File: src/sv/stq_pkg.sv
`timescale 1ns / 1ps
// ----------------------------------------------------------------------------
// stq_pkg
// Shared types, codes and constants of the sorted software timer queue.
// ----------------------------------------------------------------------------
package stq_pkg;

  localparam int DEF_NUM_TIMERS = 32;
  localparam int DEF_NUM_QUEUES = 4;
  localparam logic [31:0] NO_DEADLINE = 32'hffff_ffff;

  typedef enum logic [2:0] {
    A_TICK  = 3'd0,
    A_ALLOC = 3'd1,
    A_FREE  = 3'd2,
    A_INIT  = 3'd3,
    A_SET   = 3'd4
  } action_t;

  typedef enum logic [2:0] {
    K_GRANT  = 3'd0,
    K_FULL   = 3'd1,
    K_EXPIRY = 3'd2,
    K_DONE   = 3'd3,
    K_ERROR  = 3'd4
  } kind_t;

  typedef enum logic [1:0] {
    ST_FREE  = 2'd0,
    ST_ALLOC = 2'd1,
    ST_RUN   = 2'd2
  } slot_status_t;

  typedef struct packed {
    logic [2:0]  action;
    logic [4:0]  timer_id;
    logic [31:0] delay_ticks;
    logic [31:0] timer_word;
    logic [1:0]  queue_select;
  } in_item_t;

  typedef struct packed {
    logic [2:0]  kind;
    logic [4:0]  slot_id;
    logic [31:0] word_out;
    logic [1:0]  queue_out;
    logic        last_of_run;
  } out_item_t;

  typedef enum logic [4:0] {
    S_IDLE, S_DECODE, S_ALLOC,
    S_CNT_RD, S_CNT_CHK, S_POP_START, S_POP_RD, S_POP_WQ, S_POP_EMIT,
    S_CMP_RD, S_CMP_WR, S_UL_RD, S_UL_CHK, S_SH_RD, S_SH_WR,
    S_INS_CHK, S_INS_CMP, S_REF_RD, S_REF, S_DONE
  } state_t;

  typedef enum logic [2:0] {IDX_HOLD, IDX_ZERO, IDX_INC, IDX_DEC, IDX_ACT} idx_op_t;
  typedef enum logic [2:0] {RD_NONE, RD_IDX, RD_IDX_M1, RD_IDX_P1, RD_IDX_PN, RD_ZERO} rd_op_t;
  typedef enum logic [1:0] {WR_NONE, WR_DATA, WR_NEW} wr_op_t;
  typedef enum logic [1:0] {ACT_HOLD, ACT_INC, ACT_DEC, ACT_SUB_N} act_op_t;
  typedef enum logic [2:0] {
    STO_NONE, STO_ID_FREE, STO_ID_RUN, STO_IDX_ALLOC, STO_LST_ALLOC
  } st_op_t;
  typedef enum logic [1:0] {SLOT_ID, SLOT_IDX, SLOT_LST, SLOT_ZERO} slot_sel_t;

  typedef struct packed {
    logic      load_in;
    logic      tick_inc;
    logic      dl_calc;
    logic      wq_wr;
    logic      wq_rd;
    logic      n_load;
    logic      nxt_refresh;
    idx_op_t   idx_op;
    rd_op_t    rd_op;
    wr_op_t    wr_op;
    act_op_t   act_op;
    st_op_t    st_op;
    logic      emit;
    kind_t     emit_kind;
    slot_sel_t slot_sel;
    logic      last;
  } cmd_t;

  typedef struct packed {
    logic [2:0] action;
    logic       id_bad;
    logic       q_bad;
    logic       id_running;
    logic       act_full;
    logic       due;
    logic       idx_lt_act;
    logic       idx_zero;
    logic       idx_p1_lt_act;
    logic       idxn_lt_act;
    logic       idx_last_n;
    logic       n_zero;
    logic       lst_due;
    logic       lst_ge;
    logic       lst_match;
    logic       scan_free;
    logic       idx_at_end;
    logic       out_busy;
  } sts_t;

endpackage

File: src/sv/stq_chan_if.sv
`timescale 1ns / 1ps
// ----------------------------------------------------------------------------
// stq_chan_if
// Valid/ready channel carrying one payload item per transfer.
// ----------------------------------------------------------------------------
interface stq_chan_if #(
  parameter type T = logic
);
  logic valid;
  logic ready;
  T     data;

  modport source (output valid, output data, input ready);
  modport sink (input valid, input data, output ready);
endinterface

File: src/sv/sorted_software_timer_queue_core.sv
`timescale 1ns / 1ps
// ----------------------------------------------------------------------------
// sorted_software_timer_queue_core
// Pool of software timers with a deadline-sorted run list and tick expiry.
// ----------------------------------------------------------------------------
// One request is handled at a time; the cost is set by walks over the
// sorted list memory: alloc scans the slots for a free one, set walks
// from the tail to the insert position, free of a running timer walks
// the whole list, and a tick that expires timers counts, pops and then
// compacts the list. A result waiting in the output register stalls
// the next one until it is taken.
module sorted_software_timer_queue_core #(
  parameter int NUM_TIMERS = stq_pkg::DEF_NUM_TIMERS,
  parameter int NUM_QUEUES = stq_pkg::DEF_NUM_QUEUES
) (
  input logic        clk,
  input logic        rst,
  stq_chan_if.sink   req,
  stq_chan_if.source rsp
);

  stq_pkg::cmd_t cmd;
  stq_pkg::sts_t sts;

  stq_ctrl u_ctrl (
    .clk       (clk),
    .rst       (rst),
    .req_valid (req.valid),
    .req_ready (req.ready),
    .sts       (sts),
    .cmd       (cmd)
  );

  stq_dp #(
    .NUM_TIMERS (NUM_TIMERS),
    .NUM_QUEUES (NUM_QUEUES)
  ) u_dp (
    .clk       (clk),
    .rst       (rst),
    .req_data  (req.data),
    .rsp_data  (rsp.data),
    .rsp_valid (rsp.valid),
    .rsp_ready (rsp.ready),
    .cmd       (cmd),
    .sts       (sts)
  );

endmodule

File: src/sv/stq_ctrl.sv
`timescale 1ns / 1ps
// ----------------------------------------------------------------------------
// stq_ctrl
// Sequencer for the timer queue: decodes each request and steps the
// datapath through scans, list walks, pops and responses.
// ----------------------------------------------------------------------------
module stq_ctrl (
  input  logic          clk,
  input  logic          rst,
  input  logic          req_valid,
  output logic          req_ready,
  input  stq_pkg::sts_t sts,
  output stq_pkg::cmd_t cmd
);

  stq_pkg::state_t state, state_next;

  always_ff @(posedge clk) begin
    if (rst) begin
      state <= stq_pkg::S_IDLE;
    end else begin
      state <= state_next;
    end
  end

  always_comb begin
    state_next = state;
    req_ready  = 1'b0;
    cmd        = '0;
    case (state)
      stq_pkg::S_IDLE: begin
        req_ready = 1'b1;
        if (req_valid) begin
          cmd.load_in = 1'b1;
          state_next  = stq_pkg::S_DECODE;
        end
      end
      stq_pkg::S_DECODE: begin
        if (!sts.out_busy) begin
          state_next    = stq_pkg::S_IDLE;
          cmd.emit_kind = stq_pkg::K_ERROR;
          cmd.slot_sel  = stq_pkg::SLOT_ID;
          case (stq_pkg::action_t'(sts.action))
            stq_pkg::A_TICK: begin
              cmd.tick_inc = 1'b1;
              cmd.idx_op   = stq_pkg::IDX_ZERO;
              if (sts.due) begin
                state_next = stq_pkg::S_CNT_RD;
              end
            end
            stq_pkg::A_ALLOC: begin
              cmd.idx_op = stq_pkg::IDX_ZERO;
              state_next = stq_pkg::S_ALLOC;
            end
            stq_pkg::A_FREE: begin
              if (sts.id_bad) begin
                cmd.emit = 1'b1;
              end else begin
                cmd.st_op = stq_pkg::STO_ID_FREE;
                if (sts.id_running) begin
                  cmd.idx_op = stq_pkg::IDX_ZERO;
                  state_next = stq_pkg::S_UL_RD;
                end else begin
                  cmd.emit      = 1'b1;
                  cmd.emit_kind = stq_pkg::K_DONE;
                end
              end
            end
            stq_pkg::A_INIT: begin
              cmd.emit = 1'b1;
              if (!(sts.id_bad || sts.q_bad)) begin
                cmd.wq_wr     = 1'b1;
                cmd.emit_kind = stq_pkg::K_DONE;
              end
            end
            stq_pkg::A_SET: begin
              if (sts.id_bad || sts.id_running || sts.act_full) begin
                cmd.emit = 1'b1;
              end else begin
                cmd.dl_calc = 1'b1;
                cmd.st_op   = stq_pkg::STO_ID_RUN;
                cmd.idx_op  = stq_pkg::IDX_ACT;
                state_next  = stq_pkg::S_INS_CHK;
              end
            end
            default: cmd.emit = 1'b1;
          endcase
        end
      end
      stq_pkg::S_ALLOC: begin
        if (sts.scan_free) begin
          cmd.st_op     = stq_pkg::STO_IDX_ALLOC;
          cmd.emit      = 1'b1;
          cmd.emit_kind = stq_pkg::K_GRANT;
          cmd.slot_sel  = stq_pkg::SLOT_IDX;
          state_next    = stq_pkg::S_IDLE;
        end else if (sts.idx_at_end) begin
          cmd.emit      = 1'b1;
          cmd.emit_kind = stq_pkg::K_FULL;
          cmd.slot_sel  = stq_pkg::SLOT_ZERO;
          state_next    = stq_pkg::S_IDLE;
        end else begin
          cmd.idx_op = stq_pkg::IDX_INC;
        end
      end
      // count the due entries at the head of the list
      stq_pkg::S_CNT_RD: begin
        if (sts.idx_lt_act) begin
          cmd.rd_op  = stq_pkg::RD_IDX;
          state_next = stq_pkg::S_CNT_CHK;
        end else begin
          cmd.n_load = 1'b1;
          state_next = stq_pkg::S_POP_START;
        end
      end
      stq_pkg::S_CNT_CHK: begin
        if (sts.lst_due) begin
          cmd.idx_op = stq_pkg::IDX_INC;
          state_next = stq_pkg::S_CNT_RD;
        end else begin
          cmd.n_load = 1'b1;
          state_next = stq_pkg::S_POP_START;
        end
      end
      stq_pkg::S_POP_START: begin
        cmd.idx_op = stq_pkg::IDX_ZERO;
        state_next = sts.n_zero ? stq_pkg::S_REF_RD : stq_pkg::S_POP_RD;
      end
      stq_pkg::S_POP_RD: begin
        cmd.rd_op  = stq_pkg::RD_IDX;
        state_next = stq_pkg::S_POP_WQ;
      end
      stq_pkg::S_POP_WQ: begin
        cmd.wq_rd  = 1'b1;
        cmd.st_op  = stq_pkg::STO_LST_ALLOC;
        state_next = stq_pkg::S_POP_EMIT;
      end
      stq_pkg::S_POP_EMIT: begin
        if (!sts.out_busy) begin
          cmd.emit      = 1'b1;
          cmd.emit_kind = stq_pkg::K_EXPIRY;
          cmd.slot_sel  = stq_pkg::SLOT_LST;
          cmd.last      = sts.idx_last_n;
          if (sts.idx_last_n) begin
            cmd.idx_op = stq_pkg::IDX_ZERO;
            state_next = stq_pkg::S_CMP_RD;
          end else begin
            cmd.idx_op = stq_pkg::IDX_INC;
            state_next = stq_pkg::S_POP_RD;
          end
        end
      end
      // move the survivors down over the popped entries
      stq_pkg::S_CMP_RD: begin
        if (sts.idxn_lt_act) begin
          cmd.rd_op  = stq_pkg::RD_IDX_PN;
          state_next = stq_pkg::S_CMP_WR;
        end else begin
          cmd.act_op = stq_pkg::ACT_SUB_N;
          state_next = stq_pkg::S_REF_RD;
        end
      end
      stq_pkg::S_CMP_WR: begin
        cmd.wr_op  = stq_pkg::WR_DATA;
        cmd.idx_op = stq_pkg::IDX_INC;
        state_next = stq_pkg::S_CMP_RD;
      end
      stq_pkg::S_UL_RD: begin
        cmd.rd_op  = stq_pkg::RD_IDX;
        state_next = stq_pkg::S_UL_CHK;
      end
      stq_pkg::S_UL_CHK: begin
        if (sts.lst_match) begin
          state_next = stq_pkg::S_SH_RD;
        end else begin
          cmd.idx_op = stq_pkg::IDX_INC;
          state_next = stq_pkg::S_UL_RD;
        end
      end
      stq_pkg::S_SH_RD: begin
        if (sts.idx_p1_lt_act) begin
          cmd.rd_op  = stq_pkg::RD_IDX_P1;
          state_next = stq_pkg::S_SH_WR;
        end else begin
          cmd.act_op = stq_pkg::ACT_DEC;
          state_next = stq_pkg::S_REF_RD;
        end
      end
      stq_pkg::S_SH_WR: begin
        cmd.wr_op  = stq_pkg::WR_DATA;
        cmd.idx_op = stq_pkg::IDX_INC;
        state_next = stq_pkg::S_SH_RD;
      end
      // walk from the tail, moving later-or-equal deadlines up one place
      stq_pkg::S_INS_CHK: begin
        if (sts.idx_zero) begin
          cmd.wr_op  = stq_pkg::WR_NEW;
          cmd.act_op = stq_pkg::ACT_INC;
          state_next = stq_pkg::S_REF_RD;
        end else begin
          cmd.rd_op  = stq_pkg::RD_IDX_M1;
          state_next = stq_pkg::S_INS_CMP;
        end
      end
      stq_pkg::S_INS_CMP: begin
        if (sts.lst_ge) begin
          cmd.wr_op  = stq_pkg::WR_DATA;
          cmd.idx_op = stq_pkg::IDX_DEC;
          state_next = stq_pkg::S_INS_CHK;
        end else begin
          cmd.wr_op  = stq_pkg::WR_NEW;
          cmd.act_op = stq_pkg::ACT_INC;
          state_next = stq_pkg::S_REF_RD;
        end
      end
      stq_pkg::S_REF_RD: begin
        cmd.rd_op  = stq_pkg::RD_ZERO;
        state_next = stq_pkg::S_REF;
      end
      stq_pkg::S_REF: begin
        cmd.nxt_refresh = 1'b1;
        state_next = (stq_pkg::action_t'(sts.action) == stq_pkg::A_TICK) ?
                     stq_pkg::S_IDLE : stq_pkg::S_DONE;
      end
      stq_pkg::S_DONE: begin
        if (!sts.out_busy) begin
          cmd.emit      = 1'b1;
          cmd.emit_kind = stq_pkg::K_DONE;
          cmd.slot_sel  = stq_pkg::SLOT_ID;
          state_next    = stq_pkg::S_IDLE;
        end
      end
      default: state_next = stq_pkg::S_IDLE;
    endcase
  end

endmodule

File: src/sv/stq_dp.sv
`timescale 1ns / 1ps
// ----------------------------------------------------------------------------
// stq_dp
// Timer queue datapath: tick counter, slot status, sorted deadline list
// memory, word/queue memory, walk counters and the result register.
// ----------------------------------------------------------------------------
module stq_dp #(
  parameter int NUM_TIMERS = stq_pkg::DEF_NUM_TIMERS,
  parameter int NUM_QUEUES = stq_pkg::DEF_NUM_QUEUES
) (
  input  logic               clk,
  input  logic               rst,
  input  stq_pkg::in_item_t  req_data,
  output stq_pkg::out_item_t rsp_data,
  output logic               rsp_valid,
  input  logic               rsp_ready,
  input  stq_pkg::cmd_t      cmd,
  output stq_pkg::sts_t      sts
);

  localparam int IW = (NUM_TIMERS > 1) ? $clog2(NUM_TIMERS) : 1;
  localparam int CW = $clog2(NUM_TIMERS + 1);

  typedef struct packed {
    logic [IW-1:0] id;
    logic [31:0]   dl;
  } lst_entry_t;

  stq_pkg::in_item_t in_r;
  logic [31:0]       tick_count;
  logic [31:0]       next_deadline;
  logic [31:0]       dl_new;
  logic [CW-1:0]     active_count;
  logic [CW-1:0]     idx;
  logic [CW-1:0]     n;
  stq_pkg::slot_status_t status [NUM_TIMERS];

  lst_entry_t    lst [NUM_TIMERS];
  lst_entry_t    lst_q;
  logic [33:0]   wq [NUM_TIMERS];
  logic [33:0]   wq_q;

  logic [IW-1:0] id_ix;
  logic [CW:0]   idx_m1, idx_p1, idx_pn, act_w;
  logic [CW:0]   rd_addr_w;
  logic [31:0]   tick_p1;
  logic [4:0]    slot_sel_v;

  assign id_ix   = IW'(in_r.timer_id);
  assign idx_m1  = {1'b0, idx} - 1'b1;
  assign idx_p1  = {1'b0, idx} + 1'b1;
  assign idx_pn  = {1'b0, idx} + {1'b0, n};
  assign act_w   = {1'b0, active_count};
  assign tick_p1 = tick_count + 32'd1;

  always_comb begin
    case (cmd.rd_op)
      stq_pkg::RD_IDX_M1: rd_addr_w = idx_m1;
      stq_pkg::RD_IDX_P1: rd_addr_w = idx_p1;
      stq_pkg::RD_IDX_PN: rd_addr_w = idx_pn;
      stq_pkg::RD_ZERO:   rd_addr_w = '0;
      default:            rd_addr_w = {1'b0, idx};
    endcase
  end

  // list memory, one write and one registered read port
  always_ff @(posedge clk) begin
    if (cmd.rd_op != stq_pkg::RD_NONE) begin
      lst_q <= lst[rd_addr_w[IW-1:0]];
    end
    case (cmd.wr_op)
      stq_pkg::WR_DATA: lst[idx[IW-1:0]] <= lst_q;
      stq_pkg::WR_NEW:  lst[idx[IW-1:0]] <= '{id: id_ix, dl: dl_new};
      default: ;
    endcase
  end

  always_ff @(posedge clk) begin
    if (cmd.wq_wr) begin
      wq[id_ix] <= {in_r.timer_word, in_r.queue_select};
    end
    if (cmd.wq_rd) begin
      wq_q <= wq[lst_q.id];
    end
  end

  always_ff @(posedge clk) begin
    if (cmd.load_in) begin
      in_r <= req_data;
    end
    if (cmd.dl_calc) begin
      dl_new <= tick_count + in_r.delay_ticks;
    end
    if (cmd.n_load) begin
      n <= idx;
    end
    case (cmd.idx_op)
      stq_pkg::IDX_ZERO: idx <= '0;
      stq_pkg::IDX_INC:  idx <= idx_p1[CW-1:0];
      stq_pkg::IDX_DEC:  idx <= idx_m1[CW-1:0];
      stq_pkg::IDX_ACT:  idx <= active_count;
      default: ;
    endcase
  end

  always_ff @(posedge clk) begin
    if (rst) begin
      tick_count    <= '0;
      next_deadline <= stq_pkg::NO_DEADLINE;
      active_count  <= '0;
      for (int i = 0; i < NUM_TIMERS; i++) begin
        status[i] <= stq_pkg::ST_FREE;
      end
    end else begin
      if (cmd.tick_inc) begin
        tick_count <= tick_p1;
      end
      if (cmd.nxt_refresh) begin
        next_deadline <= (active_count != '0) ? lst_q.dl : stq_pkg::NO_DEADLINE;
      end
      case (cmd.act_op)
        stq_pkg::ACT_INC:   active_count <= active_count + 1'b1;
        stq_pkg::ACT_DEC:   active_count <= active_count - 1'b1;
        stq_pkg::ACT_SUB_N: active_count <= active_count - n;
        default: ;
      endcase
      case (cmd.st_op)
        stq_pkg::STO_ID_FREE:   status[id_ix]          <= stq_pkg::ST_FREE;
        stq_pkg::STO_ID_RUN:    status[id_ix]          <= stq_pkg::ST_RUN;
        stq_pkg::STO_IDX_ALLOC: status[idx[IW-1:0]]    <= stq_pkg::ST_ALLOC;
        stq_pkg::STO_LST_ALLOC: status[lst_q.id]       <= stq_pkg::ST_ALLOC;
        default: ;
      endcase
    end
  end

  always_comb begin
    case (cmd.slot_sel)
      stq_pkg::SLOT_IDX: slot_sel_v = 5'(idx);
      stq_pkg::SLOT_LST: slot_sel_v = 5'(lst_q.id);
      stq_pkg::SLOT_ZERO: slot_sel_v = '0;
      default:           slot_sel_v = in_r.timer_id;
    endcase
  end

  // result register
  always_ff @(posedge clk) begin
    if (rst) begin
      rsp_valid <= 1'b0;
    end else if (cmd.emit) begin
      rsp_valid <= 1'b1;
    end else if (rsp_ready) begin
      rsp_valid <= 1'b0;
    end
  end

  always_ff @(posedge clk) begin
    if (cmd.emit) begin
      rsp_data.kind    <= cmd.emit_kind;
      rsp_data.slot_id <= slot_sel_v;
      if (cmd.emit_kind == stq_pkg::K_EXPIRY) begin
        rsp_data.word_out  <= wq_q[33:2];
        rsp_data.queue_out <= wq_q[1:0];
      end else begin
        rsp_data.word_out  <= '0;
        rsp_data.queue_out <= '0;
      end
      rsp_data.last_of_run <= cmd.last;
    end
  end

  always_comb begin
    sts.action        = in_r.action;
    sts.id_bad        = 32'(in_r.timer_id) >= 32'(NUM_TIMERS);
    sts.q_bad         = 32'(in_r.queue_select) >= 32'(NUM_QUEUES);
    sts.id_running    = status[id_ix] == stq_pkg::ST_RUN;
    sts.act_full      = active_count == CW'(NUM_TIMERS);
    sts.due           = tick_p1 >= next_deadline;
    sts.idx_lt_act    = idx < active_count;
    sts.idx_zero      = idx == '0;
    sts.idx_p1_lt_act = idx_p1 < act_w;
    sts.idxn_lt_act   = idx_pn < act_w;
    sts.idx_last_n    = idx_p1 == {1'b0, n};
    sts.n_zero        = n == '0;
    sts.lst_due       = lst_q.dl <= tick_count;
    sts.lst_ge        = lst_q.dl >= dl_new;
    sts.lst_match     = lst_q.id == id_ix;
    sts.scan_free     = status[idx[IW-1:0]] == stq_pkg::ST_FREE;
    sts.idx_at_end    = idx == CW'(NUM_TIMERS - 1);
    sts.out_busy      = rsp_valid;
  end

endmodule

File: src/flat_wrapper.sv
// flat-port wrapper written by rule: the top's interface ports become plain ports
module sorted_software_timer_queue_core_flat 
#(
  parameter int NUM_TIMERS = stq_pkg::DEF_NUM_TIMERS,
  parameter int NUM_QUEUES = stq_pkg::DEF_NUM_QUEUES
)
  (clk, rst, req_valid, req_data, req_ready, rsp_valid, rsp_data, rsp_ready);
  stq_chan_if #(.T(stq_pkg::in_item_t)) req_i ();
  stq_chan_if #(.T(stq_pkg::out_item_t)) rsp_i ();
  input logic clk;
  input logic rst;
  input wire logic [$bits(req_i.valid)-1:0] req_valid;
  input wire logic [$bits(req_i.data)-1:0] req_data;
  output wire logic [$bits(req_i.ready)-1:0] req_ready;
  output wire logic [$bits(rsp_i.valid)-1:0] rsp_valid;
  output wire logic [$bits(rsp_i.data)-1:0] rsp_data;
  input wire logic [$bits(rsp_i.ready)-1:0] rsp_ready;
  assign req_i.valid = req_valid;
  assign req_i.data = req_data;
  assign req_ready = req_i.ready;
  assign rsp_valid = rsp_i.valid;
  assign rsp_data = rsp_i.data;
  assign rsp_i.ready = rsp_ready;
  sorted_software_timer_queue_core #(.NUM_TIMERS(NUM_TIMERS), .NUM_QUEUES(NUM_QUEUES)) u_core (.clk(clk), .rst(rst), .req(req_i), .rsp(rsp_i));
endmodule
File: config.mk
export PLATFORM = sky130hd
export DESIGN_NAME = sorted_software_timer_queue_core_flat
export DESIGN_NICKNAME = d
export VERILOG_FILES = /design/src/sv/stq_pkg.sv /design/src/sv/stq_chan_if.sv /design/src/sv/sorted_software_timer_queue_core.sv /design/src/sv/stq_ctrl.sv /design/src/sv/stq_dp.sv /design/src/flat_wrapper.sv
export SDC_FILE = /design/constraint.sdc
export NUM_CORES = 2
export LEC_CHECK = 0
export BUFFER_PORTS_ARGS = -buffer_cell sky130_fd_sc_hd__buf_2
export CAP_MARGIN = 40
export CORE_UTILIZATION = 60
export DETAILED_ROUTE_END_ITERATION = 8
export PLACE_DENSITY = 0.8
export RECOVER_POWER = 50
export SETUP_SLACK_MARGIN = 0.4
export SYNTH_ARGS = -nofsm -noshare
export SYNTH_HDL_FRONTEND = slang
export SYNTH_SLANG_ARGS = --single-unit
File: constraint.sdc
create_clock -name clk -period 7 [get_ports clk]
set_input_delay 0.35 -clock clk [delete_from_list [all_inputs] [get_ports clk]]
set_output_delay 0.35 -clock clk [all_outputs]
set_load 0.01 [all_outputs]
# Yosys cells after proc, flatten, opt, wreduce, memory -nomap -nowiden

Memories as Yosys holds them, arrays and structs flattened. A register that Yosys moved wholly into a read port is not among the register bits.
Index checks and enable logic that the tools add are counted.

$add $sub $neg: 8
$mul: 0
Div/mod/pow operators: 0
$lt $le $gt $ge: 6
Eq/ne operators: 54
Shift operators: 0
Muxes and demuxes: 113
Bitwise logic cells: 3
Reduce and logical (&&, ||, !) cells: 19

Operators with widths:

| cell                                                                   | count |
|---|---|
| 5-bit one-hot mux with 20 select lines                                 | 1 |
| 5-bit 2-to-1 mux                                                       | 16 |
| 32-bit greater-or-equal comparator                                     | 2 |
| 6-bit one-hot mux with 4 select lines                                  | 2 |
| 1-bit 2-to-1 mux                                                       | 42 |
| 5-bit by 4-bit equality test with 1-bit output (second input constant) | 8 |
| 5-bit one-hot mux with 4 select lines                                  | 2 |
| 2-bit 2-to-1 mux                                                       | 19 |
| 37-bit 2-to-1 mux                                                      | 1 |
| 32-bit by 1-bit adder with 32-bit output (second input constant)       | 1 |
| 32-bit adder                                                           | 1 |
| 32-bit less-or-equal comparator                                        | 1 |
| 32-bit 2-to-1 mux                                                      | 1 |
| 3-bit by 2-bit equality test with 1-bit output (second input constant) | 9 |
| 3-bit one-hot mux with 8 select lines                                  | 1 |
| 3-bit 2-to-1 mux                                                       | 7 |
| 5-bit by 3-bit equality test with 1-bit output (second input constant) | 4 |
| 5-bit equality test (second input constant)                            | 4 |
| 4-bit 2-to-1 mux                                                       | 5 |
| 6-bit 2-to-1 mux                                                       | 3 |
| 3-bit one-hot mux with 3 select lines                                  | 2 |
| 3-bit one-hot mux with 6 select lines                                  | 1 |
| 6-bit one-hot mux with 3 select lines                                  | 1 |
| 3-bit equality test (second input constant)                            | 5 |
| other kinds (40)                                                       | 64 |

Flip-flop bits (word level): 237
Bits in latches: 0
Memory bits (writable): 2336
ROM bits: 0
Input bits: 78
Output and inout bits: 45
Logic and storage cells: 224
Memories kept: 3

Memory list:

| name               | depth | bits a word | rd ports | clocked after Yosys merged registers in | wr ports | line         | RTL |
|---|---|---|---|---|---|---|---|
| u_core.u_dp.lst    | 32    | 37          | 1        | 1                                       | 1        | stq_dp.sv:38 | `lst_entry_t lst [NUM_TIMERS];` |
| u_core.u_dp.wq     | 32    | 34          | 1        | 1                                       | 1        | stq_dp.sv:40 | `logic [33:0] wq [NUM_TIMERS];` |
| u_core.u_dp.status | 32    | 2           | 2        | 2                                       | 32       | stq_dp.sv:36 | `stq_pkg::slot_status_t status [NUM_TIMERS];` |

# Longest topological paths before layout

Word-level depth: 15
Depth in mapped cells: 24
Depth with buffers taken out: 23

# Hierarchy

Synthesis repeated with hierarchy kept, for this count alone.

Cells, all modules: 6423
Area, all modules: 110408.4 um^2

Modules (own cells, without submodules):

| module   | instances | cells an instance | area each (um^2) | sequential area each (um^2) |
|---|---|---|---|---|
| stq_dp   | 1         | 6248              | 109274.8         | 78735.5 |
| stq_ctrl | 1         | 175               | 1133.6           | 100.1 |

# Least setup slack after synthesis

Ideal clock, no wire load.

Path kind: flip-flop to flip-flop
Start: register, netlist name u_core.u_dp.lst_q[13]
End: memory u_core.u_dp.lst[27][0] (netlist name) (enable)
Library setup time: 0.477 ns
Arrival time: 5.459 ns
Data required time: 6.523 ns
Setup slack: 1.064 ns
Cell stages (with the launch flop): 14
Path buffers: 1
Period minus slack after synthesis: 5.936 ns
Cell sequence: edfxtp_1 ha_1 a21o_1 a21o_1 a21o_1 a41oi_1 or4_1 o21ai_0 a21boi_1 or2_2 ha_1 nand2b_1 clkbuf_1 nor3_1

Cells in the longest elaborated chain, start to end: 7
Elaborated cells between the ends (all ways): 10
Those cells by class: order compare: 1; eq/ne: 2; mux: 6; bitwise: 1

RTL lines:

| what                                                                                  | line                       | RTL |
|---|---|---|
| 32-bit greater-or-equal comparator *                                                  | stq_dp.sv:186              | `sts.lst_ge = lst_q.dl >= dl_new;` |
| 2-bit 2-to-1 mux *                                                                    | stq_ctrl.sv:206            | `if (sts.lst_ge) begin` |
| 2-bit one-hot mux with 3 select lines *                                               | stq_ctrl.sv:30             | `case (state)` |
| 2-bit by 1-bit equality test with 1-bit output or 2-bit equality test (tied branches) | stq_dp.sv:71               | `case (cmd.wr_op)` |
| 1-bit 2-to-1 mux                                                                      | stq_dp.sv:71               |  |
| 1-bit 2-to-1 mux (on tied branches)                                                   | stq_dp.sv:72, stq_dp.sv:73 |  |
| 1-bit OR (no line) *                                                                  | --                         |  |
| to (decl)                                                                             | stq_dp.sv:38               |  |

Every way passes the cells marked *; elsewhere a longest branch is shown, timed or not.

# Worst setup path in the final report

Start: register u_core.u_ctrl.state[3]
End: memory u_core.u_dp.wq[5][25] (enable)

Cells in the longest elaborated chain, start to end: 4

RTL lines:

| what                                           | line           | RTL |
|---|---|---|
| from (decl)                                    | stq_ctrl.sv:16 | `stq_pkg::state_t state, state_next;` |
| from (signal assigned)                         | stq_ctrl.sv:20 | `state <= stq_pkg::S_IDLE;` |
| from (signal assigned)                         | stq_ctrl.sv:22 | `state <= state_next;` |
| 5-bit by 1-bit equality test with 1-bit output | stq_ctrl.sv:30 |  |
| 3-bit 2-to-1 mux                               | stq_ctrl.sv:30 |  |
| 1-bit 2-to-1 mux                               | stq_dp.sv:79   | `if (cmd.wq_wr) begin` |
| 1-bit 2-to-1 mux (implied by the code)         | stq_dp.sv:80   | `wq[id_ix] <= {in_r.timer_word, in_r.queue_select};` |
| to (decl)                                      | stq_dp.sv:40   |  |

Every way passes these cells.

==> impl_results.md <==
* Worst-Skew Late Latency at approximately 900 ps
* Critical path launch point type: register
* Layout cells sized above 1 at 0.150
* # port buffers at 122
* Wirelength, routed at 314000 um
* Placed cells at 9089
* Largest family of logic cells by synthesized area: multiplexers
* Synthesized-area fraction occupied by ao, oa, aoi and oai cells at 0.0672
* Crit path kind: reg -> reg
* Critical path endpoint category: register
* DRT iter0 DRCs at 10000
* H-tree levels at 4
* Dpl ws at 1300 ps
* Antenna Nets Post-Route at 0
* Via count at approximately 67000
* Netlist cell types at 104
* # setup viols final at 0
* Max clock buf depth at 3
* Ys flop type: edfxtp_1
* DP Wirelength at between 150000 and 200000 um
* DR WL/cell at 32.6 um
* CTS root buf: clkbuf_16
* Most frequent cell after synthesis: edfxtp_1
* Top cells by area, synth: edfxtp_1 71%, mux4_2 7.2%, nand2_1 2.3%, o21ai_0 2.2%, ha_1 1.8%
* Residual DRC at 0
* P&R area growth vs syn at 11.6%
* GRT Util Overall at 0.339
* Largest net degree at the start of global routing at 145
* R2r setup slk at 410 ps
* Asr flop ratio synth at 0
* Top cell type's share of synthesized area at 0.707
* Iteration count of the initial detailed-routing pass at 7
* Synth Area in Adders at 0.0188
* Final instance area at approximately 120000 um^2
* Cell Count, Final, Fillers Out at 9631
* Mapped Area at approximately 110000 um^2
* Number of enable flip-flop cells after synthesis at 2568
* Filler cells at 11100
* Vias in the first global route at 65400
* Final GP Congestion at about 0.89
* Setup TNS at 0 ps
* Syn nets at 7023
* Seq cells post-synth at 2654
* Synth top cells by count: 2568 x edfxtp_1, 664 x nand2_1, 481 x o21ai_0
* Seq/Total Area, Yosys at 0.723
* Skew final at about 54 ps
* Fin crit period at 6590 ps
* Worst path max stage delay at 1330 ps
* Post-Route Utilization at 0.674
* RSZ-0062 raised after global routing: no
* Mux cell area share after synthesis at 0.0927
* Post-synthesis simple-gate area fraction at 0.0692
* Starting Density at 0.604
* Core Box Area at roughly 180000 um^2
* Postcts setup bufs at 0
* Site Rows at 156
* Max Fanout on Critical Path at 17
* CP dominant cell by count: nor2_1
* Failing checks: max-capacitance violations, max-slew violations
* Crit path cell chain: or3_1 -> or2_2 -> nor2_1 -> nand4b_1 -> nor2_1 -> nand2_1 -> nor2_1 -> clkbuf_1 -> clkbuf_2
* Die X at 428 um
* PwrDens at 333 nW/um^2
* Die ar. at approximately 180000 um^2
* Layout net count at 7289
* Clock buffer count from CTS at 241
* Hold/Removal Path Class: in -> reg
* Area after DPL at approximately 110000 um^2
* Sink Count at 2654
* Max cap viols at 61
* Final period util at 0.941
* Peak supply drop at 490 uV
* Synthesized instance count at 6783
* Least-Margin Pin Slew at 4160 ps
* Slew Limit Headroom at -1.78
* TritonCTS clock tree: done
* Final number of max-transition violations at 1252
* Post-route setup slack at about 410 ps
* Post-CTS resize count at 0
* I/O pins at approximately 120
* Worst path required time at about 7500 ps
* Status: finished, violations left
* Vias/cell at 6.94
* Leading area contributor after synthesis: edfxtp_1
* XOR/XNOR Fraction of Synth Area at 0.00856
* First-pass GRT wire length at 448000 um
* Initial antenna violation count at 11
* Mean post-synth cell area at about 16 um^2
* Final hold violation count at 0
* F_max at approximately 0.15 GHz
* Reg clk slew, reported paths at 70 ps
* Leakage power at 0.0400 uW
* Slowest cell on the critical path: clkbuf_1
* Data arrival, critical path at 7120 ps
* Synth warnings at 0
* Total gr overflow at 0
* Die Height at 428 um
state kept, by name, summed over array words and instances, names as in the netlist, named ones only:
| signal | count |
|---|---|
| u_core.u_dp.rsp_data | 43 |
| u_core.u_dp.idx | 6 |
| u_core.u_dp.dl_new | 32 |
| u_core.u_dp.lst | 1184 |
| u_core.u_dp.in_r | 66 |
| u_core.u_dp.wq_q | 34 |
| u_core.u_dp.active_count | 6 |
| u_core.u_dp.status | 64 |
| u_core.u_dp.n | 6 |
| u_core.u_dp.rsp_valid | 1 |
| u_core.u_dp.wq | 1088 |
| u_core.u_dp.lst_q | 37 |
| u_core.u_dp.id_ix | 5 |
| u_core.u_ctrl.state | 5 |
| u_core.u_dp.tick_count | 32 |
| u_core.u_dp.next_deadline | 32 |
| u_core.u_dp.sts | 3 |
placed cells by master, fill, tap and decap left out, drive strengths merged, types with 65 or more instances in the layout:
cell type / n
a21o: 65
a21oi: 160
a32oi: 73
buf: 203
clkbuf: 442
clkinv: 113
dfxtp: 86
dlygate4sd3: 76
edfxtp: 2568
ha: 159
inv: 136
mux2: 81
mux2i: 133
mux4: 349
nand2: 666
nand2b: 67
nand3: 362
nor2: 236
o21ai: 492
o22ai: 73
o32ai: 109
xnor2: 85
path summary, 6_finish.rpt:
path / cells after the start / to / start
hold / removal: 3 / register / req_valid
hold reg to reg: 0 / u_core.u_dp.wq[13][3]$_DFFE_PP_ / u_core.u_dp.in_r[3]$_DFFE_PP_
setup reg to reg: 9 / u_core.u_dp.wq[5][25]$_DFFE_PP_ / u_core.u_ctrl.state[3]$_SDFFE_PP0P_
setup / recovery: 9 / u_core.u_dp.wq[5][25]$_DFFE_PP_ / u_core.u_ctrl.state[3]$_SDFFE_PP0P_
per-layer routing:
layer  track usage  share of wire  vias to the layer above
met5             0        0.00023                        -
met4         0.215          0.072                        8
met3        0.0621           0.11                     1239
met2         0.553           0.48                     5369
met1         0.423           0.33                    33100
li1              -              -                    27100
per-stage QoR:
step	total power [uW]	hold slack [ps]
2_1_floorplan	24400	449
3_3_place_gp	26700	480
3_5_place_dp	27000	489
4_1_cts	40300	27.4
5_1_grt	41600	69.2
6_report	40500	49.2
worst max-delay path, delay by kind of cell, from the launching register on:
kind | cells | cell delay, ps
flops | 1 | 510
simple gates | 7 | 3570
buf+inv | 2 | 2080
where the power goes:
part / internal [uW] / leakage (uW) / switching, uW / total (uW)
Clock: 7300 / 0.00383 / 6150 / 13500
Combinational: 2650 / 0.0123 / 5340 / 7990
Sequential: 18400 / 0.0239 / 635 / 19100
logic make-up after synthesis:
logic type               after synthesis
adder cells (fa/ha/maj)              162
AO/OA/AOI/OAI                       1146
AND/OR/NAND/NOR                     1614
flip-flops                          2654
buffers and inverters                539
XOR/XNOR                             105
multiplexers                         563
area by class of cell:
| class | instances | area [um^2] | area share |
|---|---|---|---|
| Antenna cell | 7 | 17.5 | 0.000144 |
| Clock buffer | 291 | 6280 | 0.0516 |
| Clock inverter | 157 | 1590 | 0.0130 |
| Inverter | 131 | 498 | 0.00409 |
| Multi-Input combinational cell | 3590 | 28200 | 0.232 |
| Sequential cell | 2654 | 78800 | 0.648 |
| Tap cell | 2370 | 2970 | 0.0244 |
| Timing Repair Buffer | 431 | 3240 | 0.0266 |
repair_timing:
| action | 4_1_cts | 5_1_grt |
|---|---|---|
| hold buffers | 76 | 0 |
| endpoints found under the hold margin | 84 | 0 |
| setup endpoints to repair | 0 | 0 |
Power figures use the tool's default switching activity.
